## src/rau_pkg.sv

```systemverilog
// ----------------------------------------------------------------------------
// Rational arithmetic unit package
// Shared widths, operation codes and the front-to-back job record.
// ----------------------------------------------------------------------------
package rau_pkg;
    localparam int OPERAND_WIDTH = 16;
    localparam int DEN_WIDTH     = OPERAND_WIDTH - 1;
    // Products and sums stay exact in this width.
    localparam int WIDE_WIDTH    = 2 * OPERAND_WIDTH + 1;
    localparam int MAG_WIDTH     = 2 * OPERAND_WIDTH;
    localparam int RES_NUM_WIDTH = 33;
    localparam int RES_DEN_WIDTH = 31;
    localparam int QUEUE_DEPTH   = 2;
    localparam int QUEUE_AW      = 1;

    typedef enum logic [1:0] {
        FUNC_ADD = 2'd0,
        FUNC_SUB = 2'd1,
        FUNC_MUL = 2'd2,
        FUNC_DIV = 2'd3
    } t_func;

    // One classified job: magnitudes and the result sign.
    typedef struct packed {
        logic [MAG_WIDTH-1:0] num_mag;
        logic [MAG_WIDTH-1:0] den_mag;
        logic                 neg;
    } t_job;
endpackage

```

## src/rational_arith_unit_core.sv

```systemverilog
// ----------------------------------------------------------------------------
// Rational arithmetic unit core
// Reduced add, subtract, multiply and divide of two fractions.
// ----------------------------------------------------------------------------
// In the back end a result runs a binary gcd, one step per cycle on the
// 32-bit magnitudes (every subtraction is followed by a halving), then
// bit-serial division of numerator and denominator by the gcd. The front end
// registers the products, then the sum and sign split, and buffers two jobs,
// so new items transfer in while the back end works, and a finished result
// waits in its own register so the back end can take the next job. Zero
// results come out as 0/1, and a zero divisor or zero denominator gives 0/1
// with o_div_zero set.
module rational_arith_unit_core (
    input  logic                                  i_clk,
    input  logic                                  i_rst_n,
    input  logic                                  push,
    output logic                                  full,
    input  logic [1:0]                            i_func,
    input  logic signed [rau_pkg::OPERAND_WIDTH-1:0] i_a_num,
    input  logic [rau_pkg::DEN_WIDTH-1:0]         i_a_den,
    input  logic signed [rau_pkg::OPERAND_WIDTH-1:0] i_b_num,
    input  logic [rau_pkg::DEN_WIDTH-1:0]         i_b_den,
    output logic                                  empty,
    input  logic                                  pop,
    output logic signed [rau_pkg::RES_NUM_WIDTH-1:0] o_res_num,
    output logic [rau_pkg::RES_DEN_WIDTH-1:0]     o_res_den,
    output logic                                  o_div_zero
);
    import rau_pkg::*;

    logic job_valid, job_take;
    t_job job;

    rau_front u_front (
        .i_clk, .i_rst_n, .push, .full, .i_func, .i_a_num, .i_a_den,
        .i_b_num, .i_b_den, .o_job_valid(job_valid), .o_job(job),
        .i_job_take(job_take)
    );

    rau_back u_back (
        .i_clk, .i_rst_n, .i_job_valid(job_valid), .i_job(job),
        .o_job_take(job_take), .empty, .pop, .o_res_num, .o_res_den,
        .o_div_zero
    );
endmodule

```

## src/rau_front.sv

```systemverilog
// ----------------------------------------------------------------------------
// Rational arithmetic unit front end
// Accepts operand pairs, registers the cross products, then sum and sign split,
// and writes the classified job into a short queue toward the back end.
// ----------------------------------------------------------------------------
module rau_front (
    input  logic                              i_clk,
    input  logic                              i_rst_n,
    input  logic                              push,
    output logic                              full,
    input  logic [1:0]                        i_func,
    input  logic signed [rau_pkg::OPERAND_WIDTH-1:0] i_a_num,
    input  logic [rau_pkg::DEN_WIDTH-1:0]     i_a_den,
    input  logic signed [rau_pkg::OPERAND_WIDTH-1:0] i_b_num,
    input  logic [rau_pkg::DEN_WIDTH-1:0]     i_b_den,
    output logic                              o_job_valid,
    output rau_pkg::t_job                     o_job,
    input  logic                              i_job_take
);
    import rau_pkg::*;

    localparam int PW = 2 * OPERAND_WIDTH;

    // Stage 1: registered products.
    logic              r_s1_valid;
    t_func             r_func;
    logic signed [PW-1:0] r_p0, r_p1, r_dp;

    // Stage 2 output register, held until it enters the queue.
    logic              r_s2_valid;
    t_job              r_s2;

    // Queue.
    t_job              r_q [QUEUE_DEPTH];
    logic [QUEUE_AW:0] r_cnt;
    logic [QUEUE_AW-1:0] r_wp, r_rp;

    logic              s2_move, q_wr, q_rd, s1_move;
    logic signed [PW-1:0] an, bn, ad, bd;
    logic signed [WIDE_WIDTH-1:0] n_n, n_d;

    assign q_wr    = r_s2_valid && (r_cnt != (QUEUE_AW+1)'(QUEUE_DEPTH));
    assign q_rd    = i_job_take && (r_cnt != '0);
    assign s2_move = !r_s2_valid || q_wr;
    assign s1_move = !r_s1_valid || s2_move;
    assign full    = !s1_move;

    // Operands widened to the product width so every product is exact.
    assign an = PW'(i_a_num);
    assign bn = PW'(i_b_num);
    assign ad = PW'(i_a_den);
    assign bd = PW'(i_b_den);

    // Stage 1: the products that the operation needs, three for add and subtract, two otherwise.
    always_ff @(posedge i_clk) begin
        if (!i_rst_n) begin
            r_s1_valid <= 1'b0;
        end else if (s1_move) begin
            r_s1_valid <= push;
        end
        if (s1_move && push) begin
            r_func <= t_func'(i_func);
            case (t_func'(i_func))
                FUNC_MUL: begin
                    r_p0 <= an * bn;
                    r_p1 <= '0;
                    r_dp <= ad * bd;
                end
                FUNC_DIV: begin
                    r_p0 <= an * bd;
                    r_p1 <= '0;
                    r_dp <= ad * bn;
                end
                default: begin
                    r_p0 <= an * bd;
                    r_p1 <= bn * ad;
                    r_dp <= ad * bd;
                end
            endcase
        end
    end

    // Stage 2: sum or difference, then sign and magnitude split.
    always_comb begin
        case (r_func)
            FUNC_ADD: n_n = WIDE_WIDTH'(r_p0) + WIDE_WIDTH'(r_p1);
            FUNC_SUB: n_n = WIDE_WIDTH'(r_p0) - WIDE_WIDTH'(r_p1);
            default:  n_n = WIDE_WIDTH'(r_p0);
        endcase
        n_d = WIDE_WIDTH'(r_dp);
    end

    always_ff @(posedge i_clk) begin
        if (!i_rst_n) begin
            r_s2_valid <= 1'b0;
        end else if (s2_move) begin
            r_s2_valid <= r_s1_valid;
        end
        if (s2_move && r_s1_valid) begin
            r_s2.neg     <= n_n[WIDE_WIDTH-1] ^ n_d[WIDE_WIDTH-1];
            r_s2.num_mag <= MAG_WIDTH'(n_n[WIDE_WIDTH-1] ? -n_n : n_n);
            r_s2.den_mag <= MAG_WIDTH'(n_d[WIDE_WIDTH-1] ? -n_d : n_d);
        end
    end

    // Queue toward the back end.
    always_ff @(posedge i_clk) begin
        if (!i_rst_n) begin
            r_cnt <= '0;
            r_wp  <= '0;
            r_rp  <= '0;
        end else begin
            if (q_wr) r_wp <= r_wp + 1'b1;
            if (q_rd) r_rp <= r_rp + 1'b1;
            r_cnt <= r_cnt + (QUEUE_AW+1)'(q_wr) - (QUEUE_AW+1)'(q_rd);
        end
        if (q_wr) r_q[r_wp] <= r_s2;
    end

    assign o_job_valid = (r_cnt != '0);
    assign o_job       = r_q[r_rp];

`ifndef SYNTHESIS
    a_cnt_bound: assert property (@(posedge i_clk) disable iff (!i_rst_n)
        r_cnt <= (QUEUE_AW+1)'(QUEUE_DEPTH))
        else $error("queue count overflow");
    a_full_hold: assert property (@(posedge i_clk) disable iff (!i_rst_n)
        (r_s2_valid && !q_wr) |=> r_s2_valid && $stable(r_s2))
        else $error("stalled job lost");
    a_wr_room: assert property (@(posedge i_clk) disable iff (!i_rst_n)
        (r_cnt == (QUEUE_AW+1)'(QUEUE_DEPTH)) |-> !q_wr)
        else $error("write into full queue");
`endif
endmodule

```

## src/rau_back.sv

```systemverilog
// ----------------------------------------------------------------------------
// Rational arithmetic unit back end
// Binary gcd with one step per cycle, then two restoring divisions by the gcd
// run side by side one quotient bit per cycle, and a result register.
// ----------------------------------------------------------------------------
module rau_back (
    input  logic                          i_clk,
    input  logic                          i_rst_n,
    input  logic                          i_job_valid,
    input  rau_pkg::t_job                 i_job,
    output logic                          o_job_take,
    output logic                          empty,
    input  logic                          pop,
    output logic signed [rau_pkg::RES_NUM_WIDTH-1:0] o_res_num,
    output logic [rau_pkg::RES_DEN_WIDTH-1:0] o_res_den,
    output logic                          o_div_zero
);
    import rau_pkg::*;

    localparam int MW = MAG_WIDTH;
    localparam int SW = $clog2(MW + 1);
    localparam int CW = $clog2(MW);

    typedef enum logic [2:0] {
        ST_IDLE, ST_GCD, ST_FIX, ST_DIV, ST_DONE
    } t_state;

    t_state         r_state;
    logic [MW-1:0]  r_u, r_v, r_nm, r_dm, r_qn, r_qd, r_rn, r_rd;
    logic [SW-1:0]  r_sh;
    logic [CW-1:0]  r_bit;
    logic           r_neg;
    logic           r_out_valid;
    logic signed [RES_NUM_WIDTH-1:0] r_fin_num;
    logic [RES_DEN_WIDTH-1:0] r_fin_den;
    logic           r_fin_dz;
    logic signed [RES_NUM_WIDTH-1:0] r_res_num;
    logic [RES_DEN_WIDTH-1:0] r_res_den;
    logic           r_div_zero;

    logic [MW:0]    tn, td;
    logic [MW-1:0]  g, diff_uv, qn_last;
    logic           out_load;

    assign o_job_take = (r_state == ST_IDLE) && i_job_valid;
    assign g          = r_u << r_sh;
    assign diff_uv    = (r_u > r_v) ? r_u - r_v : r_v - r_u;
    assign tn         = {r_rn, r_nm[r_bit]} - {1'b0, g};
    assign td         = {r_rd, r_dm[r_bit]} - {1'b0, g};
    assign qn_last    = {r_qn[MW-2:0], !tn[MW]};
    assign out_load   = (r_state == ST_DONE) && (!r_out_valid || pop);

    // Sequencer. A finished job waits in ST_DONE until the result register frees.
    always_ff @(posedge i_clk) begin
        if (!i_rst_n) begin
            r_state <= ST_IDLE;
        end else begin
            case (r_state)
                ST_IDLE: begin
                    if (i_job_valid) begin
                        r_nm  <= i_job.num_mag;
                        r_dm  <= i_job.den_mag;
                        r_u   <= i_job.num_mag;
                        r_v   <= i_job.den_mag;
                        r_neg <= i_job.neg;
                        r_sh  <= '0;
                        if (i_job.den_mag == '0) begin
                            r_fin_num <= '0;
                            r_fin_den <= RES_DEN_WIDTH'(1);
                            r_fin_dz  <= 1'b1;
                            r_state   <= ST_DONE;
                        end else if (i_job.num_mag == '0) begin
                            r_fin_num <= '0;
                            r_fin_den <= RES_DEN_WIDTH'(1);
                            r_fin_dz  <= 1'b0;
                            r_state   <= ST_DONE;
                        end else begin
                            r_state <= ST_GCD;
                        end
                    end
                end
                ST_GCD: begin
                    // Stein step: strip common twos, then odd halves and differences.
                    if (r_u == r_v) begin
                        r_state <= ST_FIX;
                    end else if (!r_u[0] && !r_v[0]) begin
                        r_u  <= r_u >> 1;
                        r_v  <= r_v >> 1;
                        r_sh <= r_sh + 1'b1;
                    end else if (!r_u[0]) begin
                        r_u <= r_u >> 1;
                    end else if (!r_v[0]) begin
                        r_v <= r_v >> 1;
                    end else if (r_u > r_v) begin
                        r_u <= diff_uv;
                    end else begin
                        r_v <= diff_uv;
                    end
                end
                ST_FIX: begin
                    r_rn  <= '0;
                    r_rd  <= '0;
                    r_qn  <= '0;
                    r_qd  <= '0;
                    r_bit <= CW'(MW - 1);
                    r_state <= ST_DIV;
                end
                ST_DIV: begin
                    // One quotient bit of each division.
                    if (!tn[MW]) begin
                        r_rn <= tn[MW-1:0];
                    end else begin
                        r_rn <= {r_rn[MW-2:0], r_nm[r_bit]};
                    end
                    if (!td[MW]) begin
                        r_rd <= td[MW-1:0];
                    end else begin
                        r_rd <= {r_rd[MW-2:0], r_dm[r_bit]};
                    end
                    r_qn <= qn_last;
                    r_qd <= {r_qd[MW-2:0], !td[MW]};
                    if (r_bit == '0) begin
                        r_state  <= ST_DONE;
                        r_fin_dz <= 1'b0;
                        r_fin_num <= r_neg ? -RES_NUM_WIDTH'(qn_last)
                                           : RES_NUM_WIDTH'(qn_last);
                        r_fin_den <= RES_DEN_WIDTH'({r_qd[MW-2:0], !td[MW]});
                    end else begin
                        r_bit <= r_bit - 1'b1;
                    end
                end
                ST_DONE: begin
                    if (out_load) begin
                        r_state <= ST_IDLE;
                    end
                end
                default: r_state <= ST_IDLE;
            endcase
        end
    end

    // Result register: loads a finished job, clears on a result transfer.
    always_ff @(posedge i_clk) begin
        if (!i_rst_n) begin
            r_out_valid <= 1'b0;
        end else if (out_load) begin
            r_out_valid <= 1'b1;
        end else if (pop) begin
            r_out_valid <= 1'b0;
        end
        if (out_load) begin
            r_res_num  <= r_fin_num;
            r_res_den  <= r_fin_den;
            r_div_zero <= r_fin_dz;
        end
    end

    assign empty      = !r_out_valid;
    assign o_res_num  = r_res_num;
    assign o_res_den  = r_res_den;
    assign o_div_zero = r_div_zero;

`ifndef SYNTHESIS
    a_hold: assert property (@(posedge i_clk) disable iff (!i_rst_n)
        (r_out_valid && !pop) |=> $stable(r_res_num) && $stable(r_res_den))
        else $error("result changed while waiting");
    a_den_pos: assert property (@(posedge i_clk) disable iff (!i_rst_n)
        r_out_valid |-> r_res_den != '0)
        else $error("zero result denominator");
    a_gcd_pos: assert property (@(posedge i_clk) disable iff (!i_rst_n)
        (r_state == ST_GCD) |-> (r_u != '0) && (r_v != '0))
        else $error("gcd operand reached zero");
    a_take: assert property (@(posedge i_clk) disable iff (!i_rst_n)
        o_job_take |=> r_state != ST_IDLE)
        else $error("job taken but not started");
`endif
endmodule
```

## config.mk

```make
export PLATFORM = sky130hd
export DESIGN_NAME = rational_arith_unit_core
export DESIGN_NICKNAME = d
export VERILOG_FILES = /design/src/rau_pkg.sv /design/src/rational_arith_unit_core.sv /design/src/rau_front.sv /design/src/rau_back.sv
export SDC_FILE = /design/constraint.sdc
export NUM_CORES = 2
export LEC_CHECK = 0
export BUFFER_PORTS_ARGS = -buffer_cell sky130_fd_sc_hd__buf_2
export CAP_MARGIN = 20
export CORE_ASPECT_RATIO = 0.5
export CORE_MARGIN = 2
export CORE_UTILIZATION = 23
export CTS_CLUSTER_SIZE = 8
export DETAILED_ROUTE_END_ITERATION = 8
export PLACE_DENSITY = 0.45
export SYNTH_ARGS = -nofsm -noshare
export SYNTH_HDL_FRONTEND = slang
export SYNTH_SLANG_ARGS = --single-unit
```

## constraint.sdc

```tcl
create_clock -name i_clk -period 6.25 [get_ports i_clk]
set_input_delay 0.625 -clock i_clk [delete_from_list [all_inputs] [get_ports i_clk]]
set_output_delay 0.625 -clock i_clk [all_outputs]
set_load 0.05 [all_outputs]
```

==> qor.yml <==
synthesis:
  syn_inst: 7358
  synth-async-reset-ratio: 0
  ys_ff_latch: 699
  synth_area_um2: 73970
  synth_top_area_cell: "edfxtp_1"
  synth_seq_area_share: 0.2823
  synth.avg_cell_area_um2: 10.05
  synthTopCellsByArea: "edfxtp_1 28%, fa_1 23%, ha_1 9.3%"
  synth.distinct_cells: 98
  synth.top_cell.area_share: 0.2793
  synth_nets: 8834
  ys_warn_count: 0
  synthFlopType: "edfxtp_1"
  synth_edf_count: 688
placement:
  place_hpwl_um: 179800
  routabilityCongestion: 0.8751
  io_buffer_count: 134
  place_ws_ps: -945.9
clock_tree:
  cts.sinks: 699
  cts_made_buffers: 99
  cts_tree: "built"
  clock_latency_ps: 720
  clockBufferDepth: 3
  clk_pin_slew_ps: 50
  hold_buffers: 0
  clockRootBuffer: "clkbuf_16"
  htree_levels: 3
cells_and_area:
  drive_gt1_frac: 0.1527
  fillers: 33953
  fin_util: 0.2754
  mostFrequentLayoutCell: "inv_1"
  fin_nets: 9445
  layout_common_cells: "1119 x inv_1, 852 x fa_1, 716 x nand2_1, 688 x edfxtp_1, 681 x buf_4"
  synthToLayoutAreaGrowth_pct: 19.30
hold_path:
  min_from: "push"
  hp-class: "primary input to flop"
  worstHoldEndpoint: "u_front.r_s1_valid"
  hold_depth: 2
floorplanning:
  die_w_um: 806.0
  die_y_um: 405.0
  placeableCoreArea_um2: 320400
  dieArea_um2: 326400
  start_util: 0.2309
  rows: 147
  pin_count: 135
route:
  drc: 0
  drtPass1Iterations: 5
  totalWireLength_um: 220000
  drt_iter0_drc: 3100
  vias: 53410
  vias_per_cell: 4.333
  wl_per_cell_um: 17.85
  antenna_left: 0
sta:
  setup_viol: 0
  skew_ps: 41.03
  hold_viol_final: 0
  max_freq_mhz: 164.0
  fin_crit_sh: 0.9757
  worst_slack_ps: 152.2
  max_slew_margin: 0.2928
  slew_violations: 0
  setup_tns_ps: 0
  holdWs_ps: 145.3
  period_needed_ps: 6098
  worst_slew_pin_slew_ps: 1061
run:
  maxCapViolCount: 0
critical_path:
  start_kind: "primary input"
  cpPeakStageDelay_ps: 550
  rr_worst_depth: 19
  r2r-start: "u_front.r_p1[9]"
  rr_endpoint: "u_front.r_s2[64]"
  crit_required_ps: 6670
  path_buf_inv: 9
  cp.arrival_ps: 6520
  r2r_slack_ps: 350
  critPathKind: "primary input to flop"
  critPathCaptureType: "flop"
  cp_top_family: "adder cells"
  slowest_stage: "fa_1"
  crit_fanout: 20
grt:
  grt_overflow: 0
  grt_pass1_vias: 55936
  grt_max_degree: 75
  grt_first_pass_wirelength_um: 341000
  grt.total_usage: 0.1342
  antenna_found_initial: 5
run_status:
  outcome: "finished clean"
==> registers in the layout, summed over array words and instances (netlist names), 32 cells and up, named ones only <==
register and cells:
u_back.r_u 32, u_front.r_dp 32, u_front.r_s2 65, u_back.o_res_num 33, u_back.r_dm 32, u_front.r_q 130
u_back.r_v 32, u_back.r_rn 32, u_front.r_p1 32, u_front.r_p0 32, u_back.r_rd 32, u_back.r_fin_num 33
u_back.r_nm 32
==> logic make-up after synthesis <==
family                     count (synthesis)  synth area share
adders and majority gates               1408            0.3255
and+or+nand+nor                         2141            0.1426
xor gates and xnor gates                 363           0.04298
AOI/OAI and AO/OA                       1060           0.09383
buffers and inverters                   1479           0.07548
muxes                                    208           0.03737
DFF                                      699            0.2823
==> per-layer routing <==
layer  part of all wire  track usage
met5                  0            0
met4              0.023      0.03182
met1               0.46       0.1824
met3              0.032      0.01350
met2               0.48       0.2298
==> worst max-delay path by stage <==
stage | to | slack [ps] | cells past startpoint | startpoint
2_1_floorplan | u_front.r_p0[31] | -90 | 23 | i_a_num[9]
3_3_place_gp | u_front.r_dp[31] | -910 | 23 | i_b_num[6]
3_5_place_dp | u_front.r_dp[31] | -950 | 23 | i_b_num[6]
4_1_cts | u_front.r_dp[31] | 8 | 26 | i_b_num[5]
5_1_grt | u_front.r_dp[16] | -30 | 27 | i_b_num[4]
6_report | u_front.r_dp[21] | 150 | 27 | i_b_num[4]
==> metrics by stage <==
| step | area (um2) | instances |
|---|---|---|
| after floorplan | 74100 | 7358 |
| after global placement | 85000 | 12182 |
| after detailed placement | 85030 | 12183 |
| after CTS | 87820 | 12316 |
| after global routing | 88240 | 12324 |
| final | 88240 | 12325 |
==> synth_stat cells, types with 8 or more instances <==
cell         n
inv_1     1119
fa_1       860
nand2_1    719
edfxtp_1   688
ha_1       548
and2_1     500
nor2_1     402
a21oi_1    332
clkbuf_1   323
xnor2_1    234
o21ai_0    171
a21o_1     139
xor2_1     129
and3_1      92
mux2i_1     86
nand3_1     72
mux2_2      69
nand2b_1    68
nor3_1      68
nor2b_1     51
mux4_2      47
a221oi_1    44
a211oi_1    40
o21bai_1    40
o31ai_1     38
o21a_1      37
or3_1       35
a31oi_1     33
nor4_1      32
nand4_1     23
or2_2       22
o211ai_1    20
buf_1       18
o21ai_1     17
o41ai_1     16
buf_2       13
a211o_1     12
or4_1       12
dfxtp_1     11
a21boi_0     8
o221ai_1     8
==> timing repair <==
item	CTS	global route
gates resized for setup	3	88
buffers inserted	0	5
endpoints found under the setup margin	4	53
cloned	0	1
pin swaps	0	27
==> final cells by class <==
| cell class | count | area [um2] | area share |
|---|---|---|---|
| clock buffer | 123 | 2599 | 0.02945 |
| clock inverter | 10 | 186.4 | 0.002113 |
| tap | 4321 | 5406 | 0.06127 |
| inverter | 1123 | 4215 | 0.04777 |
| antenna | 3 | 7.507 | 0.00008508 |
| timing repair buffer | 866 | 7009 | 0.07943 |
| multi-input combinational | 5180 | 47940 | 0.5432 |
| sequential | 699 | 20880 | 0.2367 |
Power is not shown: default switching activity piles up to over one toggle a cycle in this logic, so the estimate is an artifact.
